--- config.mk ---
export PLATFORM = sky130hd
export DESIGN_NAME = json_string_unescape_utf8_unit_flat
export DESIGN_NICKNAME = d
export VERILOG_FILES = /design/src/rtl/core/juu_pkg.sv /design/src/rtl/core/juu_src_if.sv /design/src/rtl/core/juu_res_if.sv /design/src/rtl/core/json_string_unescape_utf8_unit.sv /design/src/flat_wrapper.sv
export SDC_FILE = /design/constraint.sdc
export NUM_CORES = 1
export LEC_CHECK = 0
export ABC_AREA = 1
export BUFFER_PORTS_ARGS = -buffer_cell sky130_fd_sc_hd__buf_2
export CAP_MARGIN = 20
export CORE_ASPECT_RATIO = 0.6
export CORE_MARGIN = 4
export CORE_UTILIZATION = 30
export DETAILED_ROUTE_END_ITERATION = 6
export PLACE_DENSITY_LB_ADDON = 0.08
export RECOVER_POWER = 100
export SYNTH_ARGS = -nofsm -noshare
export SYNTH_HDL_FRONTEND = slang
export SYNTH_SLANG_ARGS = --single-unit
--- constraint.sdc ---
create_clock -name clk_i -period 5.3 [get_ports clk_i]
set_clock_uncertainty 0.2 [all_clocks]
set_input_delay 0.795 -clock clk_i [delete_from_list [all_inputs] [get_ports clk_i]]
set_output_delay 0.795 -clock clk_i [all_outputs]
set_load 0.005 [all_outputs]
--- src/rtl/core/juu_pkg.sv ---
// ----------------------------------------------------------------------------
// juu_pkg: shared definitions for the JSON string unescaper
// Result status codes and the source characters that the parser tests.
// ----------------------------------------------------------------------------
package juu_pkg;

  // Result status codes
  localparam logic [3:0] ST_DATA     = 4'd0;
  localparam logic [3:0] ST_CLOSED   = 4'd1;
  localparam logic [3:0] ST_NO_QUOTE = 4'd2;
  localparam logic [3:0] ST_UNTERM   = 4'd3;
  localparam logic [3:0] ST_CONTROL  = 4'd4;
  localparam logic [3:0] ST_BAD_ESC  = 4'd5;
  localparam logic [3:0] ST_BAD_HEX  = 4'd6;
  localparam logic [3:0] ST_UNPAIRED = 4'd7;
  localparam logic [3:0] ST_BAD_LOW  = 4'd8;
  localparam logic [3:0] ST_LONE_LOW = 4'd9;
  localparam logic [3:0] ST_SHORT_U  = 4'd10;

  // Source characters
  localparam logic [7:0] CH_QUOTE  = 8'h22;
  localparam logic [7:0] CH_BSLASH = 8'h5C;
  localparam logic [7:0] CH_SLASH  = 8'h2F;
  localparam logic [7:0] CH_B      = 8'h62;
  localparam logic [7:0] CH_F      = 8'h66;
  localparam logic [7:0] CH_N      = 8'h6E;
  localparam logic [7:0] CH_R      = 8'h72;
  localparam logic [7:0] CH_T      = 8'h74;
  localparam logic [7:0] CH_U      = 8'h75;
  localparam logic [7:0] CH_SPACE  = 8'h20;

  // Bytes that escapes stand for
  localparam logic [7:0] BY_BS  = 8'h08;
  localparam logic [7:0] BY_FF  = 8'h0C;
  localparam logic [7:0] BY_LF  = 8'h0A;
  localparam logic [7:0] BY_CR  = 8'h0D;
  localparam logic [7:0] BY_TAB = 8'h09;

  // Surrogate prefixes (top six bits of a code unit)
  localparam logic [5:0] SURR_HIGH = 6'b110110;
  localparam logic [5:0] SURR_LOW  = 6'b110111;

  // Most result bytes that one source byte can cause
  localparam int unsigned MAX_RES = 4;

endpackage

--- src/rtl/core/juu_src_if.sv ---
// ----------------------------------------------------------------------------
// juu_src_if: source byte channel
// Valid/ready channel that carries one source byte or an end-of-source event.
// ----------------------------------------------------------------------------
interface juu_src_if;
  logic       valid;
  logic       ready;
  logic [7:0] source_byte;
  logic       end_of_source;

  modport source (output valid, output source_byte, output end_of_source, input ready);
  modport sink   (input valid, input source_byte, input end_of_source, output ready);
endinterface

--- src/rtl/core/juu_res_if.sv ---
// ----------------------------------------------------------------------------
// juu_res_if: result channel
// Valid/ready channel that carries one decoded byte or a status per transaction.
// ----------------------------------------------------------------------------
interface juu_res_if;
  logic       valid;
  logic       ready;
  logic [7:0] out_byte;
  logic [3:0] status;
  logic       last_of_run;

  modport source (output valid, output out_byte, output status, output last_of_run,
                  input ready);
  modport sink   (input valid, input out_byte, input status, input last_of_run,
                  output ready);
endinterface

--- src/rtl/core/json_string_unescape_utf8_unit.sv ---
// ----------------------------------------------------------------------------
// json_string_unescape_utf8_unit: JSON string unescaper with UTF-8 output
// Parses one quoted JSON string per run and emits decoded bytes or a status.
// ----------------------------------------------------------------------------
// The unit takes one source byte (or an end-of-source event) per transaction
// on src_i and emits its results on res_o, one per transaction, with
// last_of_run marking the final result of each source transaction. An
// accepted item lands in an input register; the parser decodes it against its
// state and, once the burst register is free, loads it with zero to four
// results. Plain bytes, simple escapes and one-byte code points therefore
// sustain one source byte per cycle while res_o is ready; a \u escape that
// yields an N-byte UTF-8 sequence holds the next source byte in the input
// register while the burst register drains, and the burst register holds
// one burst at a time. Errors and the closing quote give one status result
// each and send the parser back to waiting for an opening quote.
// ----------------------------------------------------------------------------
module json_string_unescape_utf8_unit (
  input  logic clk_i,
  input  logic rst_ni,
  juu_src_if.sink   src_i,
  juu_res_if.source res_o
);
  import juu_pkg::*;

  typedef enum logic [2:0] {
    M_WAIT,
    M_STR,
    M_ESC,
    M_HEX,
    M_PAIR_BS,
    M_PAIR_U,
    M_LOW_HEX
  } mode_e;

  // Parser state
  mode_e       mode_q, mode_d;
  logic [2:0]  hex_cnt_q, hex_cnt_d;
  logic [15:0] accum_q, accum_d;
  logic [9:0]  high_q, high_d;

  // Input register
  logic        in_vld_q;
  logic [7:0]  in_byte_q;
  logic        in_end_q;

  // Result burst register
  logic [7:0]  bst_byte_q [MAX_RES];
  logic [3:0]  bst_status_q;
  logic [2:0]  bst_cnt_q;
  logic [1:0]  bst_idx_q;

  // Decode results
  logic [7:0]  r_byte [MAX_RES];
  logic [3:0]  r_status;
  logic [2:0]  r_cnt;

  logic        in_fire, out_fire, out_last, load_ok, move;

  // Hex and code point helpers
  logic [3:0]  hval;
  logic        hok;
  logic [15:0] acc_sh;
  logic [2:0]  cnt_inc;
  logic [20:0] cp;
  logic        emit_cp;

  assign out_last = ({1'b0, bst_idx_q} == (bst_cnt_q - 3'd1));
  assign out_fire = res_o.valid && res_o.ready;
  assign load_ok  = (bst_cnt_q == 3'd0) || (out_fire && out_last);
  assign move     = in_vld_q && load_ok;
  assign in_fire  = src_i.valid && src_i.ready;

  assign src_i.ready       = !in_vld_q || load_ok;
  assign res_o.valid       = (bst_cnt_q != 3'd0);
  assign res_o.out_byte    = bst_byte_q[bst_idx_q];
  assign res_o.status      = bst_status_q;
  assign res_o.last_of_run = out_last;

  // Decode the hex digit and form the shifted code unit
  always_comb begin
    hval = 4'd0;
    hok  = 1'b0;
    if (in_byte_q inside {[8'h30:8'h39]}) begin
      hval = in_byte_q[3:0];
      hok  = 1'b1;
    end else if (in_byte_q inside {[8'h61:8'h66], [8'h41:8'h46]}) begin
      hval = in_byte_q[3:0] + 4'd9;
      hok  = 1'b1;
    end
    acc_sh  = {accum_q[11:0], hval};
    cnt_inc = hex_cnt_q + 3'd1;
  end

  // Parse one item against the state
  always_comb begin
    mode_d    = mode_q;
    hex_cnt_d = hex_cnt_q;
    accum_d   = accum_q;
    high_d    = high_q;
    r_status  = ST_DATA;
    r_cnt     = 3'd0;
    r_byte[0] = 8'd0;
    cp        = 21'd0;
    emit_cp   = 1'b0;

    if (in_end_q) begin
      r_cnt = 3'd1;
      case (mode_q)
        M_STR, M_ESC:                  r_status = ST_UNTERM;
        M_HEX:                         r_status = ST_SHORT_U;
        M_PAIR_BS, M_PAIR_U, M_LOW_HEX: r_status = ST_UNPAIRED;
        default:                       r_status = ST_NO_QUOTE;
      endcase
    end else begin
      case (mode_q)
        M_STR: begin
          if (in_byte_q == CH_QUOTE) begin
            r_cnt    = 3'd1;
            r_status = ST_CLOSED;
          end else if (in_byte_q < CH_SPACE) begin
            r_cnt    = 3'd1;
            r_status = ST_CONTROL;
          end else if (in_byte_q == CH_BSLASH) begin
            mode_d = M_ESC;
          end else begin
            r_cnt     = 3'd1;
            r_byte[0] = in_byte_q;
          end
        end
        M_ESC: begin
          mode_d = M_STR;
          r_cnt  = 3'd1;
          case (in_byte_q)
            CH_QUOTE, CH_BSLASH, CH_SLASH: r_byte[0] = in_byte_q;
            CH_B: r_byte[0] = BY_BS;
            CH_F: r_byte[0] = BY_FF;
            CH_N: r_byte[0] = BY_LF;
            CH_R: r_byte[0] = BY_CR;
            CH_T: r_byte[0] = BY_TAB;
            CH_U: begin
              r_cnt     = 3'd0;
              mode_d    = M_HEX;
              hex_cnt_d = 3'd0;
              accum_d   = 16'd0;
            end
            default: r_status = ST_BAD_ESC;
          endcase
        end
        M_HEX: begin
          if (!hok) begin
            r_cnt    = 3'd1;
            r_status = ST_BAD_HEX;
          end else if (!cnt_inc[2]) begin
            hex_cnt_d = cnt_inc;
            accum_d   = acc_sh;
          end else if (acc_sh[15:10] == SURR_HIGH) begin
            high_d    = acc_sh[9:0];
            hex_cnt_d = 3'd0;
            accum_d   = 16'd0;
            mode_d    = M_PAIR_BS;
          end else if (acc_sh[15:10] == SURR_LOW) begin
            r_cnt    = 3'd1;
            r_status = ST_LONE_LOW;
          end else begin
            cp        = {5'd0, acc_sh};
            emit_cp   = 1'b1;
            hex_cnt_d = 3'd0;
            accum_d   = 16'd0;
            mode_d    = M_STR;
          end
        end
        M_PAIR_BS: begin
          if (in_byte_q == CH_BSLASH) begin
            mode_d = M_PAIR_U;
          end else begin
            r_cnt    = 3'd1;
            r_status = ST_UNPAIRED;
          end
        end
        M_PAIR_U: begin
          if (in_byte_q == CH_U) begin
            mode_d    = M_LOW_HEX;
            hex_cnt_d = 3'd0;
            accum_d   = 16'd0;
          end else begin
            r_cnt    = 3'd1;
            r_status = ST_UNPAIRED;
          end
        end
        M_LOW_HEX: begin
          if (!hok) begin
            r_cnt    = 3'd1;
            r_status = ST_BAD_HEX;
          end else if (!cnt_inc[2]) begin
            hex_cnt_d = cnt_inc;
            accum_d   = acc_sh;
          end else if (acc_sh[15:10] != SURR_LOW) begin
            r_cnt    = 3'd1;
            r_status = ST_BAD_LOW;
          end else begin
            cp        = 21'h10000 + {1'b0, high_q, acc_sh[9:0]};
            emit_cp   = 1'b1;
            hex_cnt_d = 3'd0;
            accum_d   = 16'd0;
            high_d    = 10'd0;
            mode_d    = M_STR;
          end
        end
        default: begin
          if (in_byte_q != CH_QUOTE) begin
            r_cnt    = 3'd1;
            r_status = ST_NO_QUOTE;
          end
          mode_d = (in_byte_q == CH_QUOTE) ? M_STR : M_WAIT;
        end
      endcase
    end

    // Drop back to waiting after any status result
    if (r_cnt != 3'd0 && r_status != ST_DATA) begin
      mode_d    = M_WAIT;
      hex_cnt_d = 3'd0;
      accum_d   = 16'd0;
      high_d    = 10'd0;
    end

    // Encode a decoded code point as UTF-8
    r_byte[1] = {2'b10, cp[5:0]};
    r_byte[2] = {2'b10, cp[5:0]};
    r_byte[3] = {2'b10, cp[5:0]};
    if (emit_cp) begin
      if (cp < 21'h80) begin
        r_cnt     = 3'd1;
        r_byte[0] = cp[7:0];
      end else if (cp < 21'h800) begin
        r_cnt     = 3'd2;
        r_byte[0] = {3'b110, cp[10:6]};
      end else if (cp < 21'h10000) begin
        r_cnt     = 3'd3;
        r_byte[0] = {4'b1110, cp[15:12]};
        r_byte[1] = {2'b10, cp[11:6]};
      end else begin
        r_cnt     = 3'd4;
        r_byte[0] = {5'b11110, cp[20:18]};
        r_byte[1] = {2'b10, cp[17:12]};
        r_byte[2] = {2'b10, cp[11:6]};
      end
    end
  end

  // Hold parser state, input valid and burst position
  always_ff @(posedge clk_i or negedge rst_ni) begin
    if (!rst_ni) begin
      mode_q       <= M_WAIT;
      hex_cnt_q    <= 3'd0;
      accum_q      <= 16'd0;
      high_q       <= 10'd0;
      in_vld_q     <= 1'b0;
      bst_cnt_q    <= 3'd0;
      bst_idx_q    <= 2'd0;
      bst_status_q <= ST_DATA;
    end else begin
      if (in_fire) begin
        in_vld_q <= 1'b1;
      end else if (move) begin
        in_vld_q <= 1'b0;
      end
      if (move) begin
        mode_q       <= mode_d;
        hex_cnt_q    <= hex_cnt_d;
        accum_q      <= accum_d;
        high_q       <= high_d;
        bst_cnt_q    <= r_cnt;
        bst_idx_q    <= 2'd0;
        bst_status_q <= r_status;
      end else if (out_fire) begin
        if (out_last) begin
          bst_cnt_q <= 3'd0;
        end else begin
          bst_idx_q <= bst_idx_q + 2'd1;
        end
      end
    end
  end

  // Capture payload of the input and result registers
  always_ff @(posedge clk_i) begin
    if (in_fire) begin
      in_byte_q <= src_i.source_byte;
      in_end_q  <= src_i.end_of_source;
    end
    if (move) begin
      for (int i = 0; i < MAX_RES; i++) begin
        bst_byte_q[i] <= r_byte[i];
      end
    end
  end

endmodule

--- src/flat_wrapper.sv ---
// flat-port wrapper written by rule: the top's interface ports become plain ports
module json_string_unescape_utf8_unit_flat import juu_pkg::*;
  (clk_i, rst_ni, src_i_valid, src_i_source_byte, src_i_end_of_source, src_i_ready, res_o_valid, res_o_out_byte, res_o_status, res_o_last_of_run, res_o_ready);
  juu_src_if src_i_i ();
  juu_res_if res_o_i ();
  input  logic clk_i;
  input  logic rst_ni;
  input wire logic [$bits(src_i_i.valid)-1:0] src_i_valid;
  input wire logic [$bits(src_i_i.source_byte)-1:0] src_i_source_byte;
  input wire logic [$bits(src_i_i.end_of_source)-1:0] src_i_end_of_source;
  output wire logic [$bits(src_i_i.ready)-1:0] src_i_ready;
  output wire logic [$bits(res_o_i.valid)-1:0] res_o_valid;
  output wire logic [$bits(res_o_i.out_byte)-1:0] res_o_out_byte;
  output wire logic [$bits(res_o_i.status)-1:0] res_o_status;
  output wire logic [$bits(res_o_i.last_of_run)-1:0] res_o_last_of_run;
  input wire logic [$bits(res_o_i.ready)-1:0] res_o_ready;
  assign src_i_i.valid = src_i_valid;
  assign src_i_i.source_byte = src_i_source_byte;
  assign src_i_i.end_of_source = src_i_end_of_source;
  assign src_i_ready = src_i_i.ready;
  assign res_o_valid = res_o_i.valid;
  assign res_o_out_byte = res_o_i.out_byte;
  assign res_o_status = res_o_i.status;
  assign res_o_last_of_run = res_o_i.last_of_run;
  assign res_o_i.ready = res_o_ready;
  json_string_unescape_utf8_unit u_core (.clk_i(clk_i), .rst_ni(rst_ni), .src_i(src_i_i), .res_o(res_o_i));
endmodule
==> results summary, run 1 <==
The run finished, with violations left. The checks that failed: capacitance limit, slew limit. The first-pass iteration count of the detailed router came out at 5.

The instance count of the mapped netlist is 699. For this design, the sink count on the clock tree is 72. The initial antenna violation count was 1. Ranked by total cell area, the synthesized netlist is headed by sky130_fd_sc_hd__edfxtp_1 21%, sky130_fd_sc_hd__dfrtp_1 18%, sky130_fd_sc_hd__nand2_1 14%, sky130_fd_sc_hd__nor2_1 6.0%, sky130_fd_sc_hd__inv_1 4.5%. Based on the critical path, the design can be clocked at up to 235 MHz.

The routed design has 16900 µm of wire. At the worst endpoint, the required time is 5.37 ns. In the global route stage, overall resource usage came out at 17.9%. The data arrival time of the critical path came out at 4.33 ns. The final-report hold violation count came out at 0. The number of I/O port buffers is 27.

The summed negative setup slack over all endpoints is 0 ns. At the end of routability-driven placement, the weighted congestion stood at 0.926. Setup violations remaining at the end of the flow were counted as 0. The commonest non-fill, non-tap cell in the layout is sky130_fd_sc_hd__nand2_1. The highest fanout seen on the critical path is 28.

The transition time of the tightest slew-check pin is 1.62 ns. The path class of the tightest hold or removal check is input port to async pin. The area of the core region came out at 0.0164 mm². Summed over all layers, the global routing overflow is 0.

The fraction of registers with async set/reset is 51.4%. Summing every instance area after synthesis gives 0.00508 mm². The maximum number of buffers from clock root to sink is 2. In this run the post-CTS setup repair buffer count came out at 0. 28 I/O pins were placed.

The total inserted antenna cells came out at 0. The floorplan die height came out at 109 µm. The routed wirelength normalized by instance count is 17.8 µm. The number of non-filler instances in the completed layout is 947.

In the final design database the tool counted 735 nets. The via density per instance came out at 5.02. Across all layers, the routed design uses 4752 vias. The leakage dissipation came out at 2.33 nW. IR analysis of the VDD net gives a maximum drop of 175 µV. The H-tree generated during clock tree synthesis spans 3 levels. The synthesized design spends more area on one cell type than any other, namely sky130_fd_sc_hd__edfxtp_1. Counting every net in the synthesized netlist gives 720. STA classifies the critical path startpoint as a flip-flop.

After layout, the worst path uses 80.3% of the clock period. In this run the biggest area consumer among cell types represents 20.7% of the synthesized area. The overall power of the completed layout came out at 2.03 mW. The number of rows created at floorplan is 36. The max-capacitance violation count is 1. The mean post-synth cell area is 7.27 µm². The post-route cell area is 0.00555 mm².

The Yosys warning count came out at 0. The top cell types in the final layout, fill and taps aside, are 198 x sky130_fd_sc_hd__nand2_1, 83 x sky130_fd_sc_hd__nor2_1, 65 x sky130_fd_sc_hd__inv_1. The critical path in this run is classified as flip-flop to flip-flop. Setup repair after global routing left no endpoint under its margin. The global-route wire length before repair came out at 26400 µm. The primary flip-flop cell chosen by synthesis mapping is sky130_fd_sc_hd__dfrtp_1. The clock buffer count from CTS came out at 9. The count of flip-flops with a built-in enable after synthesis came out at 35. TritonCTS built the clock tree. The clock insertion delay at the later pin of the skew report came out at 0.34 ns. The number of slew-limit violations in the final report was 29. The post-synthesis sequential area ratio is 38.9%.

The die outline area came out at 0.0192 mm². The clock-pin slew reported for the worst setup and hold paths after clock tree synthesis came out at 0.06 ns. In this run, post-CTS hold repair placed 0 buffers. In the final layout, the share of cells above drive strength 1 is 9.87%.

The post-route DRC violation count came out at 0. The effective utilization at floorplan is 30.9%. The power density of the placed cells came out at 365 mW/mm². Entering global routing, the biggest net connects 38 pins.

The post-detailed-route count of antenna-violating nets came out at 0. The chip width is 176 µm. The post-layout minimum cycle time came out at 4.26 ns.

Compared with the post-synthesis result, the final layout area differs by 9.18%. The number of gates resized after cts came out at 0. Measured against its own limit, the worst slew margin works out to -8.28%. The root buffer cell chosen for the clock tree is sky130_fd_sc_hd__clkbuf_16. Once detailed placement completed, the half-perimeter wirelength came to 13000 µm. The number of different library cells used by synthesis comes to 47.

The worst setup path is captured at a flip-flop. The instance area after placement is 0.00535 mm². After synthesis the netlist holds a flip-flop and latch count of 72. The number of global-route vias before repair is 4354. The count of routing violations after the opening detailed-route iteration came out at 362.

The number of cells after detailed placement is 930.
## cells by family (layout without fill, tap and decap cells)
group | Yosys count | count (layout) | synth area share, %
AO/OA/AOI/OAI | 101 | 101 | 11.7
XOR/XNOR | 4 | 4 | 0.689
adder cells (fa/ha/maj) | 8 | 8 | 1.97
buffers and inverters | 106 | 126 | 9.18
flip-flops | 72 | 72 | 38.9
AND/OR/NAND/NOR | 408 | 408 | 37.6
## per-stage QoR
stage / setup WS (ns) / utilization (%) / hold slack, ns
after floorplan: 2.30 / - / 0.250
after global placement: 1.87 / 32.6 / 0.267
after detailed placement: 1.80 / 32.6 / 0.266
after CTS: 1.78 / 34.2 / 0.283
after global routing: 0.752 / 33.8 / 0.311
final: 1.04 / 33.8 / 0.266
## layer usage
metal / share of wire, % / track usage (%)
met1: 58 / 31.0
met4: 0.69 / 2.89
met2: 36 / 22.3
met5: 0 / 0
met3: 5.2 / 3.12
## synth_stat cells (2+ instances only)
library cell and instances:
sky130_fd_sc_hd__dfrtp_1 37, sky130_fd_sc_hd__buf_1 2, sky130_fd_sc_hd__xnor2_1 2, sky130_fd_sc_hd__a31oi_1 3
sky130_fd_sc_hd__xor2_1 2, sky130_fd_sc_hd__o211ai_1 7, sky130_fd_sc_hd__buf_6 4, sky130_fd_sc_hd__nand2_2 8
sky130_fd_sc_hd__clkbuf_1 7, sky130_fd_sc_hd__nor2_8 2, sky130_fd_sc_hd__nand3b_1 3, sky130_fd_sc_hd__inv_2 17
sky130_fd_sc_hd__nand3_2 5, sky130_fd_sc_hd__nand2_4 4, sky130_fd_sc_hd__nor2_1 81, sky130_fd_sc_hd__a21oi_1 7
sky130_fd_sc_hd__o311ai_0 3, sky130_fd_sc_hd__inv_1 61, sky130_fd_sc_hd__clkinv_1 2, sky130_fd_sc_hd__nor3_1 25
sky130_fd_sc_hd__o31ai_1 3, sky130_fd_sc_hd__nand2_1 193, sky130_fd_sc_hd__nand4_1 25, sky130_fd_sc_hd__ha_1 8
sky130_fd_sc_hd__buf_4 5, sky130_fd_sc_hd__nor2_4 4, sky130_fd_sc_hd__o21ai_1 22, sky130_fd_sc_hd__o22ai_1 10
sky130_fd_sc_hd__o21ai_0 37, sky130_fd_sc_hd__nand3_1 45, sky130_fd_sc_hd__o21ai_2 4, sky130_fd_sc_hd__edfxtp_1 35
sky130_fd_sc_hd__nor2_2 6, sky130_fd_sc_hd__buf_2 7
## state kept, by name, indices dropped and copies added, names as in the netlist
signal / count
u_core.bst_byte_q: 26
u_core.in_vld_q: 1
u_core.bst_idx_q: 2
u_core.mode_q: 3
u_core.in_end_q: 1
u_core.bst_cnt_q: 3
u_core.hex_cnt_q: 2
u_core.high_q: 10
u_core.accum_q: 12
u_core.res_o.status: 4
u_core.in_byte_q: 8
## layout make-up
cell class | instances | area [µm²]
clock buffer | 10 | 229
clock inverter | 6 | 42.5
fill | 1810 | 10900
inverter | 80 | 300
multi-input combinational | 521 | 2590
sequential | 72 | 1980
tap | 228 | 285
timing repair buffer | 30 | 131
## power breakdown
part	internal, mW	total, mW	leakage [nW]	switching (mW)
Clock	0.319	0.580	0.131	0.261
Sequential	0.738	0.827	0.839	0.0898
Combinational	0.164	0.619	1.36	0.455
## critical path, stage by stage, from the launching register on
cell                       delay (ns)
sky130_fd_sc_hd__edfxtp_1        0.53
sky130_fd_sc_hd__inv_1           0.18
sky130_fd_sc_hd__ha_1            0.27
sky130_fd_sc_hd__inv_1           0.08
sky130_fd_sc_hd__nand3_1         0.11
sky130_fd_sc_hd__nand3_4         0.16
sky130_fd_sc_hd__nand2_1         0.56
sky130_fd_sc_hd__nand3_1         0.40
sky130_fd_sc_hd__nand2_1         0.09
sky130_fd_sc_hd__nor2_1          0.32
sky130_fd_sc_hd__nand4_1         0.66
sky130_fd_sc_hd__nand3_2         0.45
sky130_fd_sc_hd__nand2_1         0.09
sky130_fd_sc_hd__nand2_1         0.08
## worst paths after layout
check                                    startpoint                     end  slack (ns)  cells after the start
min in group clk_i                 u_core.high_q[1]        u_core.high_q[1]        0.29                      2
worst min-delay path                         rst_ni  u_core.res_o.status[2]        0.27                      1
worst min register to register     u_core.high_q[1]        u_core.high_q[1]        0.29                      2
max in group asynchronous                    rst_ni        u_core.mode_q[0]        2.69                      2
worst max-delay path            u_core.in_byte_q[0]        u_core.high_q[2]        1.04                     13
worst max register to register  u_core.in_byte_q[0]        u_core.high_q[2]        1.04                     13
Power figures use the tool's default switching activity.
==> run 2, diff against run 1 <==
Settings changed: ABC_AREA 1 to 0.
Clock period 5.3 ns to 3.6 ns, I/O delays scaled along.
==> run 2 against run 1 <==
  * The flow still finishes with violations (capacitance limit, slew limit)
  * Via count fell by 20%
  * Power up 43%
  * Synthesized cell count fell by 38%
  * Area after synthesis is 14% lower
  * Combinational power increased by 23%
  * Clock power is 61% higher
  * Worst setup slack worse by 0.86 ns
  * Die area fell by 13%
  * Critical path type unchanged
  * Flip-flop and latch count did not move
  * Sequential share of layout area is 2.6 points higher
  * Non-clock buffer count up 26
==> results summary, run 2 <==
The number of non-filler instances in the completed layout is 674 (-29%). The root buffer cell chosen for the clock tree is sky130_fd_sc_hd__clkbuf_16. The via density per instance is 5.62 (+12%). The chip width is 164 µm (-6.9%). The first-pass iteration count of the detailed router came out at 5 (unchanged). The count of distinct cell types in the synthesized netlist was 74 (+57%). The total global routing track utilization is 17.2% (-0.73 points).

The startpoint identified for the worst register-to-register timing path is u_core.in_byte_q[0]. The worst hold path begins at src_i_source_byte[4]. The number of cells on the worst reg-to-reg path was 9 (-4).

The number of vias in the routed layout is 3791 (-20%). The post-detailed-route count of antenna-violating nets is 0 (unchanged). The total of flip-flops plus latches after synthesis came out at 72 (unchanged). The sum of buffers and inverters on the critical path came out at 1 (-1).

The worst-case vdd ir drop came to 191 µV (+9.4%). The instance count of the mapped netlist came to 434 (-38%). The register-to-register path setup slack was 0.18 ns (-0.86 ns). The clock buffer count from CTS came to 9 (unchanged).

The Yosys warning count came to 0 (unchanged). The power share of the combinational group came out at 26.4% (-4.2 points). The maximum number of buffers from clock root to sink came out at 2 (unchanged). The signal on the critical path passes through inv_1 -> ha_1 -> or3b_2 -> a211oi_2 -> or4_1 -> nor4_2 -> or4_4 -> or4_4 -> o22ai_2. The mean post-synth cell area is 10.1 µm² (+39%). The switching power as a share of total power came out at 33.6% (-6.1 points). The number of I/O port buffers came out at 27 (unchanged). Leaving out fill and tap cells, the most frequent cell in the layout is sky130_fd_sc_hd__nand2_1. The power spent charging and discharging nets came out at 0.974 mW (+21%). TritonCTS built the clock tree. The summed negative setup slack over all endpoints was 0 ns (unchanged). The sequential fraction of design power is 41.5% (+0.7 points).

The cell seen most often among critical-path stages is sky130_fd_sc_hd__or4_4. The count of flip-flops with a built-in enable after synthesis is 35 (unchanged). Sorting the synthesized cells by area gives the leading types as sky130_fd_sc_hd__edfxtp_1 24%, sky130_fd_sc_hd__dfrtp_1 21%, sky130_fd_sc_hd__a22o_1 4.4%, sky130_fd_sc_hd__nand2_1 3.9%, sky130_fd_sc_hd__mux4_2 3.1%. The initial antenna violation count is 0 (-1). The boundary pin count came to 28 (unchanged).

The post-synth net total is 455 (-37%). The post-layout minimum cycle time came out at 3.42 ns (-0.842 ns). The highest fanout seen on the critical path is 8 (-71%). The checks that failed: capacitance limit, slew limit. The maximum frequency from static timing analysis came out at 293 MHz (+25%). The worst setup path is of the flip-flop to flip-flop kind. The post-synthesis sequential area ratio is 45.2% (+6.3 points). The post-route clock period utilization came to 94.9% (+15 points). The fraction of synthesized cell area taken by the top area cell type is 24.0% (+3.3 points). The worst setup path is captured at a flip-flop. In the final layout, the registers with the most flip-flops are u_core.bst_byte_q x26, u_core.accum_q x12, u_core.high_q x10. The number of levels in the clock H-tree was 3 (unchanged). The power density of the placed cells came to 559 mW/mm² (+53%). The post-CTS repair timing setup buffer count came out at 0 (unchanged). The number of rows created at floorplan came out at 33 (-8.3%).

The detailed placement HPWL is 10400 µm (-20%). The routed wirelength normalized by instance count is 20.5 µm (+15%). The total inserted antenna cells came to 0 (unchanged).

The number of slew-limit violations in the final report is 38 (+31%). The worst setup path is launched from a flip-flop. The number of cells after detailed placement came out at 658 (-29%).

The capturing element of the worst setup path is u_core.mode_q[2]. The max-capacitance violation count was 1 (unchanged). The largest stage delay on the critical path is 0.58 ns (-0.08 ns). The area growth from synthesis to layout is 18.4%. The remaining max-slew budget at the tightest pin came out at -46.5% (-38 points). The total routed wirelength is 13800 µm (-18%). The global route total overflow is 0 (unchanged). The instance area after placement came to 0.00486 mm² (-9.2%).

The data arrival time of the critical path came out at 3.48 ns (-0.85 ns). The CTS sink count came to 72 (unchanged). The floorplan die height came out at 102 µm (-6.7%). The final RePlAce weighted congestion is 0.917 (-0.95%). The endpoint required time on the critical path is 3.66 ns (-1.71 ns). The endpoint identified for the worst register-to-register timing path is u_core.mode_q[2]. The largest net degree at the start of global routing came to 38 (unchanged). The post-route DRC violation count is 0 (unchanged). The global-route wire length before repair came out at 21500 µm (-18%). The number of global-route vias before repair came out at 3489 (-20%). The post-route cell area was 0.00518 mm² (-6.7%). The final setup violation count is 0 (unchanged). The min-delay analysis places its worst path in the category input port to flip-flop. sky130_fd_sc_hd__nand2_1 is the most common cell in the netlist. The proportion of layout cells with a drive suffix above 1 came out at 17.8% (+8.0 points). Ranked by instance count, the synthesized netlist is headed by 45 x sky130_fd_sc_hd__nand2_1, 37 x sky130_fd_sc_hd__dfrtp_1, 35 x sky130_fd_sc_hd__edfxtp_1. The largest register by flop count is u_core.bst_byte_q. The clock insertion delay at the later pin of the skew report is 0.34 ns (about the same). The kind of cell with the highest combined delay on the critical path is simple AND/OR/NAND/NOR gates. The number of flip-flops under the largest register name came out at 26 (unchanged).

Tracing the worst setup path back leads to its startpoint at u_core.in_byte_q[0]. The fraction of registers with async set/reset came to 51.4% (unchanged). Leaving out fill and tap cells, the most frequent cells in the layout are 45 x sky130_fd_sc_hd__nand2_1, 37 x sky130_fd_sc_hd__dfrtp_1, 35 x sky130_fd_sc_hd__edfxtp_1. The primary flip-flop cell chosen by synthesis mapping is sky130_fd_sc_hd__dfrtp_1. The final core utilization came out at 37.1% (+3.3 points). The slowest stage of the critical path belongs to the cell sky130_fd_sc_hd__or4_4. The count of routing violations after the opening detailed-route iteration came out at 374 (+3.3%).

The transition time of the tightest slew-check pin came out at 2.20 ns (+0.573 ns). The overall power of the completed layout came to 2.90 mW (+43%). The number of stages on the worst setup path was 9 (-4).

The count of hold buffers inserted by post-cts repair was 0 (unchanged). The die outline area came out at 0.0166 mm² (-13%). The clock-pin slew reported for the worst setup and hold paths after clock tree synthesis is 0.06 ns (about the same). The area of the core region came out at 0.0140 mm² (-15%). The final layout net count is 498 (-32%). Summed over all instances, the cell type with the most area after synthesis is sky130_fd_sc_hd__edfxtp_1. The leakage dissipation is 2.01 nW (-14%). The post-synthesis instance area was 0.00438 mm² (-14%). The run finished, with violations left.

Setup repair after global routing left no endpoint under its margin. The share of power burned in the clock network is 32.2% (+3.6 points). The effective utilization at floorplan came out at 31.4% (+0.43 points). The final-report hold violation count came to 0 (unchanged). The cell-internal power came to 1.92 mW (+57%).
run 2: cell count changes after synthesis, sizes merged, moves of 9 or more:
| cell | delta |
|---|---|
| nor3 | -11 |
| inv | -62 |
| a22o | +22 |
| buf | -9 |
| nand4 | -25 |
| nand2 | -160 |
| nor2 | -66 |
| nand3 | -29 |
| o21ai | -40 |
| a21oi | +11 |
run 2: final cells by class:
cell class                 count  area, µm²
clock inverter                 4       31.3
timing repair buffer          56        317
sequential                    72       1980
tap                          192        240
clock buffer                  12        283
inverter                      16       60.1
fill                        1444       8780
multi-input combinational    322       2270
run 2: repair_timing:
item,4_1_cts,5_1_grt
endpoints found under the setup margin,0,28
resized for setup,0,6
endpoints found under the hold margin,0,0
run 2: cells by family after synthesis:
logic type | Yosys count | synth area share [%]
simple gates | 162 | 20.1
compound gates | 134 | 22.9
flops | 72 | 45.2
buf+inv | 40 | 3.86
mux | 11 | 4.26
fa+ha+maj | 8 | 2.29
xor+xnor | 7 | 1.40
run 2: how the worst min path moves through the flow:
stage | endpoint | slack [ns] | cells after the start
2_1_floorplan | u_core.accum_q[0] | 0.04 | 0
3_3_place_gp | u_core.res_o.status[1] | 0.26 | 2
3_5_place_dp | u_core.res_o.status[0] | 0.27 | 2
4_1_cts | u_core.in_vld_q | 0.16 | 1
5_1_grt | u_core.in_byte_q[4] | 0.17 | 1
6_report | u_core.in_byte_q[4] | 0.17 | 1
run 2: power by group through the flow:
stage          sequential (mW)  clock [mW]  combinational, mW
4_1_cts                   1.20       0.957              0.789
2_1_floorplan             1.15           0              0.538
3_5_place_dp              1.22           0              0.787
6_report                  1.20       0.931              0.764
3_3_place_gp              1.21           0              0.788
5_1_grt                   1.23       0.994              0.842
run 2: routing by layer:
metal / track usage [%] / routed length (µm) / vias to the layer above
met4: 3.93 / 124 / 0
met2: 21.1 / 5020 / 128
met1: 29.4 / 7780 / 1882
li1: - / - / 1770
met5: 0 / 0 / -
met3: 3.50 / 868 / 11
run 2: through the flow:
stage | hold slack [ns] | setup WS [ns]
2_1_floorplan | 0.0444 | 0.351
3_3_place_gp | 0.263 | 0.185
3_5_place_dp | 0.271 | 0.0980
4_1_cts | 0.156 | 0.0723
5_1_grt | 0.169 | 0.0308
6_report | 0.172 | 0.184
run 2: worst reg2reg max path, delay by kind of cell, from the launching register on:
| family | cells | cell delay (ns) |
|---|---|---|
| buffers and inverters | 1 | 0.16 |
| flip-flops | 1 | 0.51 |
| AND/OR/NAND/NOR | 5 | 1.86 |
| adder cells (fa/ha/maj) | 1 | 0.24 |
| AO/OA/AOI/OAI | 2 | 0.36 |
==> run 3, diff against run 2 <==
Settings changed: CORE_UTILIZATION 30 to 55.
==> run 3 against run 2 <==
  * The flow still finishes with violations (capacitance limit, slew limit)
  * Clock power down 7.3%
  * Wire length down 14%
  * Die area down 43%
  * Power down 2.8%
  * Via count up 2.3%
  * Sequential power about the same
  * Sequential share of layout area up 1.3 points
  * Global-route usage up 9.0 points
  * Flip-flop and latch count unchanged
  * Final cell count down 13%
  * Maximum frequency down 1.7%
  * Clock-buffer cell count down 2
  * Critical path type unchanged
  * Critical endpoint is now u_core.high_q[0]
==> results summary, run 3 (same netlist as run 2, synthesis figures left out) <==
The largest registers in the layout are u_core.bst_byte_q x26, u_core.accum_q x12, u_core.high_q x10. The tree is rooted in a sky130_fd_sc_hd__clkbuf_16. The number of rows created at floorplan is 24 (-27%). The area of the core region came to 0.00751 mm² (-46%).

The post-CTS repair timing setup buffer count is 0 (unchanged). The CTS sink count is 72 (unchanged). The fill cell instance count of the final layout is 615 (-57%). The number of flip-flops under the largest register name came out at 26 (unchanged). The post-detailed-route count of antenna-violating nets is 0 (unchanged). The max-capacitance violation count is 1 (unchanged). The effective utilization at floorplan came out at 58.3% (+27 points).

The number of global-route vias before repair is 3476 (-0.37%). The library cells used most frequently in the layout, excluding fill and tap cells, are 45 x sky130_fd_sc_hd__nand2_1, 37 x sky130_fd_sc_hd__dfrtp_1, 35 x sky130_fd_sc_hd__edfxtp_1. The proportion of layout cells with a drive suffix above 1 is 16.7% (-1.2 points). The global route total overflow came out at 0 (unchanged). The post-layout minimum cycle time is 3.48 ns (+0.0604 ns). The final RePlAce weighted congestion came out at 0.959 (+4.6%). The die outline area came out at 0.00950 mm² (-43%).

The number of vias in the routed layout was 3879 (+2.3%). The detailed placement HPWL came to 8840 µm (-15%). The global-route wire length before repair was 19100 µm (-11%). The via density per instance is 6.64 (+18%).

The final-report hold violation count is 0 (unchanged). The initial antenna violation count came out at 0 (unchanged). The total global routing track utilization is 26.2% (+9.0 points).

The power spent charging and discharging nets is 0.912 mW (-6.3%). The remaining max-slew budget at the tightest pin is -37.4% (+9.1 points). The number of levels in the clock H-tree came out at 3 (unchanged). The maximum number of buffers from clock root to sink is 2 (unchanged). The total routed wirelength came out at 11800 µm (-14%). The run finished, with violations left.

The type of the most critical hold path is input port to flip-flop. The data arrival time of the critical path came out at 3.55 ns (+0.07 ns). The maximum frequency from static timing analysis came out at 288 MHz (-1.7%).

STA classifies the critical path startpoint as a flip-flop. The number of slew-limit violations in the final report is 38 (unchanged). The sequential fraction of design power came out at 41.6% (about the same). The leakage dissipation came to 1.98 nW (-1.5%). The clock buffer count from CTS came to 9 (unchanged).

The final layout net count is 496 (-0.40%). Leaving out fill and tap cells, the most frequent cell in the layout is sky130_fd_sc_hd__nand2_1. The largest register by flop count is u_core.bst_byte_q. The critical path is of the flip-flop to flip-flop type.

The final setup violation count came to 0 (unchanged). The number of non-filler instances in the completed layout is 584 (-13%). The cell-internal power came out at 1.90 mW (-1.1%). The power density of the placed cells is 562 mW/mm² (+0.43%). The total inserted antenna cells is 0 (unchanged). The switching power as a share of total power came out at 32.4% (-1.2 points). The clock-pin slew reported for the worst setup and hold paths after clock tree synthesis came out at 0.06 ns (about the same). From synthesis to final layout, the design area changed by 14.5%. The clock insertion delay at the later pin of the skew report is 0.34 ns (about the same). The sort of element at the end of the critical path is a flip-flop. The boundary pin count is 28 (unchanged). The first-pass iteration count of the detailed router is 5 (unchanged). The number of I/O port buffers came to 27 (unchanged). The critical path goes through ha_1 -> or3b_2 -> a211oi_1 -> or4_1 -> nor4_2 -> or4_4 -> nor4_4 -> a22o_1. The count of routing violations after the opening detailed-route iteration is 490 (+31%).

The share of power burned in the clock network is 30.7% (-1.5 points). The post-route clock period utilization is 96.6% (+1.7 points). The final reports fail on capacitance limit, slew limit.

The largest net degree at the start of global routing came out at 38 (unchanged). The floorplan die height is 77.1 µm (-24%). The worst hold slack is 0.175 ns (+0.00224 ns). The clock tree from TritonCTS is done. The largest stage delay on the critical path is 0.59 ns (about the same). The routed wirelength normalized by instance count came out at 20.3 µm (-0.98%). The transition time of the tightest slew-check pin is 2.06 ns (-0.137 ns). The chip width came out at 123 µm (-25%). The endpoint required time on the critical path came out at 3.67 ns (about the same). The power share of the combinational group is 27.8% (+1.4 points). The worst-case vdd ir drop came to 302 µV (+58%). The number of cells after detailed placement came to 568 (-14%). The highest fanout seen on the critical path is 10 (+2). On the critical path, the stage with the largest delay is an instance of sky130_fd_sc_hd__or4_4. The post-route DRC violation count is 0 (unchanged).
## run 3: cell count changes in the layout (fill, tap and decap cells not counted), moves of 2 or more
cell | before | now
sky130_fd_sc_hd__clkbuf_2 | 3 | 1
sky130_fd_sc_hd__clkbuf_16 | 11 | 9
sky130_fd_sc_hd__buf_2 | 16 | 14
sky130_fd_sc_hd__clkinv_2 | 0 | 3
sky130_fd_sc_hd__clkbuf_1 | 15 | 17
## run 3: power groups by stage
stage / Clock [mW] / Sequential [mW] / Combinational (mW)
floorplan: 0 / 1.15 / 0.538
detailed placement: 0 / 1.18 / 0.799
global placement: 0 / 1.17 / 0.787
global route: 0.922 / 1.19 / 0.851
CTS: 0.879 / 1.17 / 0.804
finish: 0.863 / 1.17 / 0.781
## run 3: critical path: cells and delay by family (launching register included)
kind | cells | cell delay (ns)
and+or+nand+nor | 5 | 1.89
DFF | 1 | 0.49
adders and majority gates | 1 | 0.29
AOI/OAI and AO/OA | 2 | 0.56
## run 3: per-layer routing
layer	routed length [µm]	up-vias	part of all wire (%)	global-route usage [%]
met5	0	-	0	0
met4	192	0	1.6	7.18
met3	1340	21	11	6.54
met2	4700	276	40	34.0
met1	5600	1813	47	42.3
li1	-	1769	-	-
## run 3: final timing paths
path,depth (start not counted),end,from,slack (ns)
worst max-delay path,8,u_core.high_q[0],u_core.in_byte_q[1],0.12
worst min-delay path,1,u_core.in_byte_q[3],src_i_source_byte[3],0.17
max in group asynchronous,1,u_core.high_q[9],rst_ni,1.42
worst max register to register,8,u_core.high_q[0],u_core.in_byte_q[1],0.12
worst min register to register,2,u_core.res_o.status[1],u_core.res_o.status[1],0.28
min in group asynchronous,1,u_core.in_vld_q,rst_ni,0.59
## run 3: layout make-up
cell class                      count  area [µm²]  share of cell area (%)
Timing Repair Buffer               54         308                    6.14
Inverter                           16        60.1                    1.20
Tap cell                          104         130                    2.60
Clock buffer                       10         229                    4.57
Clock inverter                      6        60.1                    1.20
Multi-Input combinational cell    322        2250                    44.9
Sequential cell                    72        1980                    39.4
## run 3: through the flow
stage / power [mW] / cell area, µm² / setup slack (ns) / utilization [%] / TNS, ns
finish: 2.81 / 5010 / 0.124 / 66.8 / 0
global route: 2.96 / 5010 / -0.0137 / 66.8 / -0.0763
CTS: 2.85 / 5020 / 0.00666 / 66.9 / 0
detailed placement: 1.98 / 4740 / 0.0393 / 63.1 / 0
global placement: 1.96 / 4740 / 0.111 / 63.1 / 0
floorplan: 1.68 / 4380 / 0.351 / - / 0
## run 3: what timing repair did
item	CTS	global route
endpoints found under the setup margin	0	27
hold buffers	0	0
endpoints found under the hold margin	0	0
resized for setup	0	3
